File: src/rtl/kdfd_pkg.sv
// kdfd_pkg: shared types and constants of the kermit data field decoder
// no dependencies
package kdfd_pkg;

  localparam int unsigned ByteW  = 8;
  localparam int unsigned CountW = 8;
  localparam int unsigned CfgIdxW = 3;

  // register indexes of the configuration port
  localparam logic [CfgIdxW-1:0] RegRepeatEnable  = 3'd0;
  localparam logic [CfgIdxW-1:0] RegRepeatPrefix  = 3'd1;
  localparam logic [CfgIdxW-1:0] RegEightBitPrefix = 3'd2;
  localparam logic [CfgIdxW-1:0] RegControlPrefix = 3'd3;

  // reset values of the registers
  localparam logic [ByteW-1:0] RepeatPrefixRst   = 8'd126;
  localparam logic [ByteW-1:0] EightBitPrefixRst = 8'd78;
  localparam logic [ByteW-1:0] ControlPrefixRst  = 8'd35;

  // 'N' in the eight-bit prefix register turns that prefix off
  localparam logic [ByteW-1:0] EightBitOff = 8'h4E;

  // control quoting window and special character
  localparam logic [6:0] QuoteLow  = 7'o100;
  localparam logic [6:0] QuoteHigh = 7'o137;
  localparam logic [6:0] QuoteQmark = 7'h3F;
  localparam logic [ByteW-1:0] QuoteFlip = 8'h40;
  localparam logic [ByteW-1:0] HighBit   = 8'h80;
  localparam logic [ByteW-1:0] CountBias = 8'd32;

  typedef struct packed {
    logic             repeat_enable;
    logic [ByteW-1:0] repeat_prefix;
    logic [ByteW-1:0] eight_bit_prefix;
    logic [ByteW-1:0] control_prefix;
  } cfg_t;

  typedef struct packed {
    logic [ByteW-1:0]  decoded_byte;
    logic [CountW-1:0] repeat_count;
    logic              end_of_packet;
    logic              truncated;
  } res_t;

endpackage

File: src/rtl/kdfd_cfg.sv
// kdfd_cfg: configuration registers written through the plain write port
// depends on kdfd_pkg
module kdfd_cfg (
  input  logic                             clk_i,
  input  logic                             rst_ni,
  input  logic                             cfg_we_i,
  input  logic [kdfd_pkg::CfgIdxW-1:0]     cfg_index_i,
  input  logic [kdfd_pkg::ByteW-1:0]       cfg_data_i,
  output kdfd_pkg::cfg_t                   cfg_o
);

  kdfd_pkg::cfg_t cfg_q;

  always_ff @(posedge clk_i or negedge rst_ni) begin
    if (!rst_ni) begin
      cfg_q.repeat_enable    <= 1'b0;
      cfg_q.repeat_prefix    <= kdfd_pkg::RepeatPrefixRst;
      cfg_q.eight_bit_prefix <= kdfd_pkg::EightBitPrefixRst;
      cfg_q.control_prefix   <= kdfd_pkg::ControlPrefixRst;
    end else if (cfg_we_i) begin
      case (cfg_index_i)
        kdfd_pkg::RegRepeatEnable:   cfg_q.repeat_enable    <= cfg_data_i[0];
        kdfd_pkg::RegRepeatPrefix:   cfg_q.repeat_prefix    <= cfg_data_i;
        kdfd_pkg::RegEightBitPrefix: cfg_q.eight_bit_prefix <= cfg_data_i;
        kdfd_pkg::RegControlPrefix:  cfg_q.control_prefix   <= cfg_data_i;
        default: ;
      endcase
    end
  end

  assign cfg_o = cfg_q;

endmodule

File: src/rtl/kdfd_decode.sv
// kdfd_decode: prefix sequence state and the per-byte decode logic
// depends on kdfd_pkg
module kdfd_decode (
  input  logic                        clk_i,
  input  logic                        rst_ni,
  input  kdfd_pkg::cfg_t              cfg_i,
  input  logic                        step_i,
  input  logic [kdfd_pkg::ByteW-1:0]  data_byte_i,
  input  logic                        packet_end_i,
  output logic                        emit_o,
  output kdfd_pkg::res_t              res_o
);

  localparam logic [2:0] PhFirst  = 3'd0;
  localparam logic [2:0] PhCount  = 3'd1;
  localparam logic [2:0] PhAftCnt = 3'd2;
  localparam logic [2:0] PhAft8   = 3'd3;
  localparam logic [2:0] PhQuoted = 3'd4;

  logic [2:0]                    phase_q, phase_d, ph;
  logic [kdfd_pkg::CountW-1:0]   count_q, count_d;
  logic                          hb_q, hb_d;
  logic                          done;
  logic [kdfd_pkg::ByteW-1:0]    ch;
  logic [6:0]                    low;

  assign low = data_byte_i[6:0];
  assign ph  = (phase_q > PhQuoted) ? PhFirst : phase_q;

  always_comb begin
    phase_d = phase_q;
    count_d = count_q;
    hb_d    = hb_q;
    done    = 1'b0;
    ch      = '0;
    res_o   = '0;
    case (ph)
      PhCount: begin
        count_d = (data_byte_i < kdfd_pkg::CountBias) ? '0
                                                      : data_byte_i - kdfd_pkg::CountBias;
        phase_d = PhAftCnt;
      end
      PhQuoted: begin
        ch = data_byte_i;
        if (data_byte_i != cfg_i.control_prefix &&
            ((low >= kdfd_pkg::QuoteLow && low <= kdfd_pkg::QuoteHigh) ||
             low == kdfd_pkg::QuoteQmark)) begin
          ch = data_byte_i ^ kdfd_pkg::QuoteFlip;
        end
        done = 1'b1;
      end
      default: begin
        if (ph == PhFirst && cfg_i.repeat_enable && data_byte_i == cfg_i.repeat_prefix) begin
          phase_d = PhCount;
        end else if (ph != PhAft8 && cfg_i.eight_bit_prefix != kdfd_pkg::EightBitOff &&
                     data_byte_i == cfg_i.eight_bit_prefix) begin
          hb_d    = 1'b1;
          phase_d = PhAft8;
        end else if (data_byte_i == cfg_i.control_prefix) begin
          phase_d = PhQuoted;
        end else begin
          ch   = data_byte_i;
          done = 1'b1;
        end
      end
    endcase

    if (done) begin
      res_o.decoded_byte  = hb_q ? (ch | kdfd_pkg::HighBit) : ch;
      res_o.repeat_count  = count_q;
      res_o.end_of_packet = packet_end_i;
      res_o.truncated     = 1'b0;
    end else if (packet_end_i) begin
      res_o.end_of_packet = 1'b1;
      res_o.truncated     = 1'b1;
    end

    // a finished sequence or end of packet starts over
    if (done || packet_end_i) begin
      phase_d = PhFirst;
      count_d = kdfd_pkg::CountW'(1);
      hb_d    = 1'b0;
    end
  end

  assign emit_o = done || packet_end_i;

  always_ff @(posedge clk_i or negedge rst_ni) begin
    if (!rst_ni) begin
      phase_q <= PhFirst;
      count_q <= kdfd_pkg::CountW'(1);
      hb_q    <= 1'b0;
    end else if (step_i) begin
      phase_q <= phase_d;
      count_q <= count_d;
      hb_q    <= hb_d;
    end
  end

endmodule

File: src/rtl/kermit_data_field_decoder.sv
// kermit_data_field_decoder: top level with input word register and result register
// depends on kdfd_pkg, kdfd_cfg, kdfd_decode
//
// Decodes the data field of a Kermit packet one byte per word. Each input word
// is taken into an input register, decoded by a single pass of logic against
// the prefix state and the configuration, and its result (if any) lands in an
// output register. Throughput is one word per cycle while results are taken.
// A word that makes a result waits in the input register while the output
// register holds a result that is not taken, and the input stalls behind it.
// A word yields a result when it completes a prefix sequence or carries
// packet_end; prefix bytes alone yield nothing. Configuration writes must
// only happen while the block holds no word.
module kermit_data_field_decoder (
  input  logic                             clk_i,
  input  logic                             rst_ni,
  input  logic                             cfg_we_i,
  input  logic [kdfd_pkg::CfgIdxW-1:0]     cfg_index_i,
  input  logic [kdfd_pkg::ByteW-1:0]       cfg_data_i,
  input  logic                             in_valid_i,
  output logic                             in_ready_o,
  input  logic [kdfd_pkg::ByteW-1:0]       data_byte_i,
  input  logic                             packet_end_i,
  output logic                             out_valid_o,
  input  logic                             out_ready_i,
  output logic [kdfd_pkg::ByteW-1:0]       decoded_byte_o,
  output logic [kdfd_pkg::CountW-1:0]      repeat_count_o,
  output logic                             end_of_packet_o,
  output logic                             truncated_o
);

  kdfd_pkg::cfg_t              cfg;
  kdfd_pkg::res_t              res, res_q;
  logic                        emit, advance;
  logic                        in_valid_q, out_valid_q;
  logic [kdfd_pkg::ByteW-1:0]  in_byte_q;
  logic                        in_end_q;

  kdfd_cfg u_cfg (
    .clk_i       (clk_i),
    .rst_ni      (rst_ni),
    .cfg_we_i    (cfg_we_i),
    .cfg_index_i (cfg_index_i),
    .cfg_data_i  (cfg_data_i),
    .cfg_o       (cfg)
  );

  kdfd_decode u_decode (
    .clk_i        (clk_i),
    .rst_ni       (rst_ni),
    .cfg_i        (cfg),
    .step_i       (advance),
    .data_byte_i  (in_byte_q),
    .packet_end_i (in_end_q),
    .emit_o       (emit),
    .res_o        (res)
  );

  // word moves on unless its result finds the output register still full
  assign advance    = in_valid_q && (!emit || !out_valid_q || out_ready_i);
  assign in_ready_o = !in_valid_q || advance;

  always_ff @(posedge clk_i or negedge rst_ni) begin
    if (!rst_ni) begin
      in_valid_q  <= 1'b0;
      out_valid_q <= 1'b0;
    end else begin
      if (in_ready_o) begin
        in_valid_q <= in_valid_i;
      end
      if (out_ready_i) begin
        out_valid_q <= 1'b0;
      end
      if (advance && emit) begin
        out_valid_q <= 1'b1;
      end
    end
  end

  always_ff @(posedge clk_i) begin
    if (in_ready_o && in_valid_i) begin
      in_byte_q <= data_byte_i;
      in_end_q  <= packet_end_i;
    end
    if (advance && emit) begin
      res_q <= res;
    end
  end

  assign out_valid_o     = out_valid_q;
  assign decoded_byte_o  = res_q.decoded_byte;
  assign repeat_count_o  = res_q.repeat_count;
  assign end_of_packet_o = res_q.end_of_packet;
  assign truncated_o     = res_q.truncated;

endmodule

File: config.mk
export PLATFORM = sky130hd
export DESIGN_NAME = kermit_data_field_decoder
export DESIGN_NICKNAME = d
export VERILOG_FILES = /design/src/rtl/kdfd_pkg.sv /design/src/rtl/kdfd_cfg.sv /design/src/rtl/kdfd_decode.sv /design/src/rtl/kermit_data_field_decoder.sv
export SDC_FILE = /design/constraint.sdc
export NUM_CORES = 1
export LEC_CHECK = 0
export ABC_CLOCK_PERIOD_IN_PS = 5300
export BUFFER_PORTS_ARGS = -buffer_cell sky130_fd_sc_hd__buf_2
export CAP_MARGIN = 20
export CORE_ASPECT_RATIO = 1.5
export CORE_UTILIZATION = 35
export DETAILED_ROUTE_END_ITERATION = 16
export GPL_TIMING_DRIVEN = 0
export SKIP_CTS_REPAIR_TIMING = 1
export SYNTH_ARGS = -nofsm -noshare
export SYNTH_HDL_FRONTEND = slang
export SYNTH_SLANG_ARGS = --single-unit
File: constraint.sdc
create_clock -name clk_i -period 5.3 [get_ports clk_i]
set_input_delay 0.265 -clock clk_i [delete_from_list [all_inputs] [get_ports clk_i]]
set_output_delay 0.265 -clock clk_i [all_outputs]
set_load 0.005 [all_outputs]
== Yosys cells after proc, flatten, opt, wreduce, memory -nomap -nowiden ==
Cells that the tools add are included.

* Add/sub/neg operators: 1
* Reductions and logical operators: 31
* Mux-type cells: 27
* Bitwise operators: 1
* Equality and inequality tests: 15
* $lt $le $gt $ge: 4

{| class="wikitable"
|+ Operator list
! kind !! number
|-
| two-way mux 8 bit || 7
|-
| == test 8 bit || 3
|-
| one-hot mux 8 bit (2 select lines) || 1
|-
| two-way mux 3 bit || 5
|-
| AND reduction 2 bit || 5
|-
| logical AND 1 bit || 9
|-
| two-way mux 1 bit || 9
|-
| < comparator 8 x 6 -> 1 bit (second input constant) || 1
|-
| inequality test 8 x 7 -> 1 bit (second input constant) || 1
|-
| inequality test 8 bit || 1
|-
| subtractor 8 x 6 -> 8 bit (second input constant) || 1
|-
| == test 7 x 6 -> 1 bit (second input constant) || 1
|-
| >= comparator 7 bit (second input constant) || 1
|-
| less-or-equal comparator 7 bit (second input constant) || 1
|-
| two-way mux 7 bit || 1
|-
| == test 3 x 1 -> 1 bit (second input constant) || 2
|-
| == test 3 x 2 -> 1 bit (second input constant) || 2
|-
| logical NOT 3 bit || 2
|-
| one-hot mux 3 bit (2 select lines) || 1
|-
| nonzero test 2 bit || 3
|-
| logical OR 1 bit || 5
|-
| nonzero test 5 bit || 1
|-
| two-way mux 2 bit || 2
|-
| inequality test 2 bit (second input constant) || 2
|-
| other kinds (10) || 12
|}

* Word-level logic and storage cells: 94
* Register bits: 66
* Output and inout port bits: 20

== Longest topological paths before layout ==
* Word-level depth: 15
* Depth in mapped cells: 8
* Gate-level depth less buffers: 7

== By module ==
A second synthesis with hierarchy kept.

* Cell total of the unflattened synthesis: 260
* Area total of the unflattened synthesis: 3,320.7 um2

{| class="wikitable"
|+ By module, submodules not included
! module !! area each (um2) !! cells an instance !! times used
|-
| kdfd_decode || 1,348.8 || 167 || 1
|-
| kdfd_cfg || 1,054.8 || 56 || 1
|-
| kermit_data_field_decoder || 917.1 || 37 || 1
|}

== Worst setup path before layout ==
Ideal clock, no wire load.

* Kind: reg2reg
* From: register u_cfg.cfg_q, in the netlist u_cfg.cfg_o[14]
* To: register res_q, in the netlist decoded_byte_o[0], enable pin
* Path buffers: 0
* Library setup time: 0.373 ns
* Data arrival time: 2.162 ns
* Data required time: 4.927 ns
* Stages on the path, launching flop included: 7
* Setup slack: 2.766 ns
* Path through: dfstp_2 -> or4b_1 -> o211ai_2 -> nor3_2 -> o41ai_4 -> nand3_2 -> inv_1

* Word-level cells in the longest chain between the ends: 12

{| class="wikitable"
|+ Ends and longest elaborated chain
! item !! RTL line !! text
|-
| start, declared || kdfd_cfg.sv:12 || <nowiki>kdfd_pkg::cfg_t cfg_q;</nowiki>
|-
| inequality test 8 x 7 -> 1 bit || kdfd_decode.sv:55 || <nowiki>end else if (ph != PhAft8 && cfg_i.eight_bit_prefix != kdfd_pkg::EightBitOff &&</nowiki>
|-
| logical AND 1 bit || kdfd_decode.sv:55 ||
|-
| logical AND 1 bit * || kdfd_decode.sv:55 ||
|-
| two-way mux 1 bit * || kdfd_decode.sv:55 ||
|-
| two-way mux 1 bit * || kdfd_decode.sv:53 || <nowiki>if (ph == PhFirst && cfg_i.repeat_enable && data_byte_i == cfg_i.repeat_prefix) begin</nowiki>
|-
| one-hot mux 1 bit (2 select lines) * || kdfd_decode.sv:37 || <nowiki>case (ph)</nowiki>
|-
| logical OR 1 bit * || kdfd_decode.sv:86 || <nowiki>assign emit_o = done || packet_end_i;</nowiki>
|-
| logical NOT 1 bit || kermit_data_field_decoder.sv:59 || <nowiki>assign advance = in_valid_q && (!emit || !out_valid_q || out_ready_i);</nowiki>
|-
| logical OR 1 bit (2 in a row) || kermit_data_field_decoder.sv:59 ||
|-
| logical AND 1 bit || kermit_data_field_decoder.sv:59 ||
|-
| logical AND 1 bit * || kermit_data_field_decoder.sv:84 || <nowiki>if (advance && emit) begin</nowiki>
|-
| end signal, assigned || kermit_data_field_decoder.sv:85 || <nowiki>res_q <= res;</nowiki>
|-
| end, declared || kermit_data_field_decoder.sv:32 || <nowiki>kdfd_pkg::res_t res, res_q;</nowiki>
|}

Mark *: on every way between the ends. The rest lies on a longest branch, timed or not.
A chain may end at the register's enable or synchronous reset.

== Final worst setup path ==
* From: register u_cfg.cfg_q, in the netlist u_cfg.cfg_o[14]
* To: register res_q, in the netlist repeat_count_o[5], enable pin

The elaborated chain is that of the path after synthesis.

==> flow_summary.toml <==
[flow_run]
cap_violations = 0

[finish]
finalNetCount = 311
design_area_sq_um = 3710
postLayoutCoreUtil_pct = 43.9
stdcell_count = 395
diodes = 0
final_layout_size_suffix_gt1_share_pct = 38.9
area_growth_syn_to_layout_pct = 20.8

[drt]
detail_route.iter0.violations = 59
avgRoutedWirePerCell_microns = 15.0
wirelength_microns = 5910
via_count = 1916
route.antenna.remaining_nets = 0
routed_via_density = 4.85
drt_pass1_iterations = 4
drc = 0

[global_routing]
track_usage_pct = 14.5
grt_pass1_vias = 1910
grt_max_degree = 40
grt-ovfl-total = 0
antenna_found_initial = 0
grt_pass1_wl_microns = 9610

[synth]
synth_nets = 256
ys_ff_latch = 66
synth-edff-count = 27
synthMuxAreaShare_pct = 9.16
synth_compound_area_share_pct = 8.02
ys_warn_count = 0
synth_xor_area_share_pct = 7.41
ys_types = 46
yosys.area_share.adder_pct = 1.22
synth_cells = 228
yosys.area_share.simple_pct = 12.5
avgSynthCellArea_sq_um = 13.5
async_reset_ff_share_pct = 59.1
netlist_area_sq_um = 3070
synth_top_flop_cell = "edfxtp_1"
yosysSeqAreaShare_pct = 58.7
synth_top_family_by_area = "simple AND/OR/NAND/NOR gates"

[pwr]
ir_worst_vdd_v = 0.000173
clkPwrFrac_pct = 39.1
p_total_mw = 1.40
swShare_pct = 23.5
p_seq_share_pct = 46.8
intPower_mw = 1.07
pwr-share-comb_pct = 14.1
p_sw_uw = 330
total_leakage_power_nw = 1.51
powerDensity_nw_per_um2 = 378

[sta]
clock.fmax_mhz = 357
final_max_slew_viol_count = 0
report.final.hold_viol_count = 0
rsz0062_at_grt = "no"
fin_ws_ns = 2.50
hold-worst-slack_ns = 0.0552
period_minus_slack_ns = 2.80
skew_ns = 0.00667
setup_tns_ns = 0
setup_viol = 0
slew_headroom_pct = 37.4
worst_pin_slew_ns = 0.932
post-route-period-util_pct = 52.8

[setup_path]
arrival_ns = 2.76
crit_required_ns = 5.26
cp-start-kind = "flop"
timing.setup.critical_path_class = "reg2reg"
slowest_stage = "dfstp_2"
path_cells = "or4b_1 > o211ai_2 > nor3_2 > o41ai_4 > nand3_2 > inv_1"
crit_fanout = 18
max_stage_delay_ns = 0.54
crit_path_end_kind = "flop"

[outcome]
status = "complete, no violations"

[placement]
pre_cts_ws_ns = 2.48
globalplace.congestion = 0.823
placedCellCount = 379
placed_area_sq_um = 3430
hpwl_microns = 4340
port_buffers = 44

[clocking]
cts_tree = "done"
h-tree-depth = 3
cts.reportedPaths.clkPinSlew_ns = 0.05
cts_made_buffers = 9
insertion_delay_ns = 0.33
cts-root-buf = "clkbuf_16"
clock_path_buffers = 2
cts_sinks = 66

[floorplanning]
rows = 41
die_height_microns = 117
initial_utilization_pct = 36.3
io_pins = 45
die-area_sq_um = 9170
die_w_microns = 78.5
core_area_sq_um = 8460

[min_path]
hold_class = "in2async"
critical path, delay by kind of cell, from the launching register on:
kind / cells / cell delay [ns]
AND/OR/NAND/NOR: 3 / 0.71
AO/OA/AOI/OAI: 2 / 0.67
buffers and inverters: 1 / 0.49
flip-flops: 1 / 0.54
per-layer routing:
layer | up-vias | part of all wire (%) | global-route usage (%) | routed length [microns]
li1 | 935 | - | - | -
met1 | 935 | 39 | 15.0 | 2290
met2 | 38 | 55 | 26.1 | 3270
met3 | 8 | 3.4 | 3.88 | 203
met4 | 0 | 2.5 | 8.40 | 145
met5 | - | 0 | 0 | 0
area by class of cell:
class                           count  area, sq um
Buffer                             11         52.6
Fill cell                         806         4750
Timing Repair Buffer               44          220
Clock buffer                       14          274
Sequential cell                    66         1800
Inverter                           11         41.3
Tap cell                          107          134
Clock inverter                      2         10.0
Multi-Input combinational cell    140         1180
power by group through the flow:
stage | clock network (mW) | registers, mW | logic (mW)
after floorplan | 0 | 0.657 | 0.143
after global placement | 0 | 0.664 | 0.198
after detailed placement | 0 | 0.667 | 0.202
after CTS | 0.561 | 0.658 | 0.202
after global routing | 0.587 | 0.664 | 0.219
final | 0.549 | 0.657 | 0.198
flip-flops by register name (all words and copies together), names as in the netlist:
name and cells:
truncated_o 1, in_end_q 1, u_decode.count_q 8, u_cfg.cfg_o 25
decoded_byte_o 8, in_valid_q 1, in_byte_q 8, u_decode.phase_q 3
out_valid_o 1, u_decode.hb_q 1, end_of_packet_o 1, repeat_count_o 8
logic make-up (layout without fill, tap and decap cells):
kind of cell	after synthesis	after routing
AOI/OAI and AO/OA	27	27
xor gates and xnor gates	26	26
adders and majority gates	3	3
buffers and inverters	22	82
DFF	66	66
muxes	25	25
and+or+nand+nor	59	59
placed cells by master (no fill, tap or decap), types with 4 or more instances in the layout:
cell and count:
clkbuf_1 9, nor2b_1 14, xnor2_1 25, edfxtp_1 27, nor2_1 9, dfrtp_1 25, inv_1 11, nand4_1 4
nand2_1 6, buf_2 47, mux2_2 25, clkbuf_16 9, a22o_1 7, dfstp_2 14
Yosys cell counts (4+ instances only):
library cell | instances | area share [%]
dfstp_2 | 14 | 12
clkbuf_1 | 7 | 0.85
edfxtp_1 | 27 | 26
a22o_1 | 7 | 2.0
dfrtp_1 | 25 | 20
nand2_1 | 6 | 0.73
nand4_1 | 4 | 0.81
nor2b_1 | 14 | 2.8
nor2_1 | 9 | 1.1
mux2_2 | 25 | 9.2
xnor2_1 | 25 | 7.1
inv_1 | 11 | 1.3
final timing paths:
check | end | from | depth (start not counted) | slack [ns]
min in group clk_i | in_byte_q[3] | data_byte_i[3] | 1 | 0.11
worst max register to register | repeat_count_o[5] | u_cfg.cfg_o[14] | 6 | 2.50
worst max-delay path | repeat_count_o[5] | u_cfg.cfg_o[14] | 6 | 2.50
worst min register to register | u_decode.count_q[0] | u_decode.count_q[0] | 2 | 0.48
max in group asynchronous | u_decode.phase_q[1] | rst_ni | 1 | 4.69
worst min-delay path | u_decode.count_q[3] | rst_ni | 1 | 0.06
Note: power is estimated with default switching activity, not from simulation.
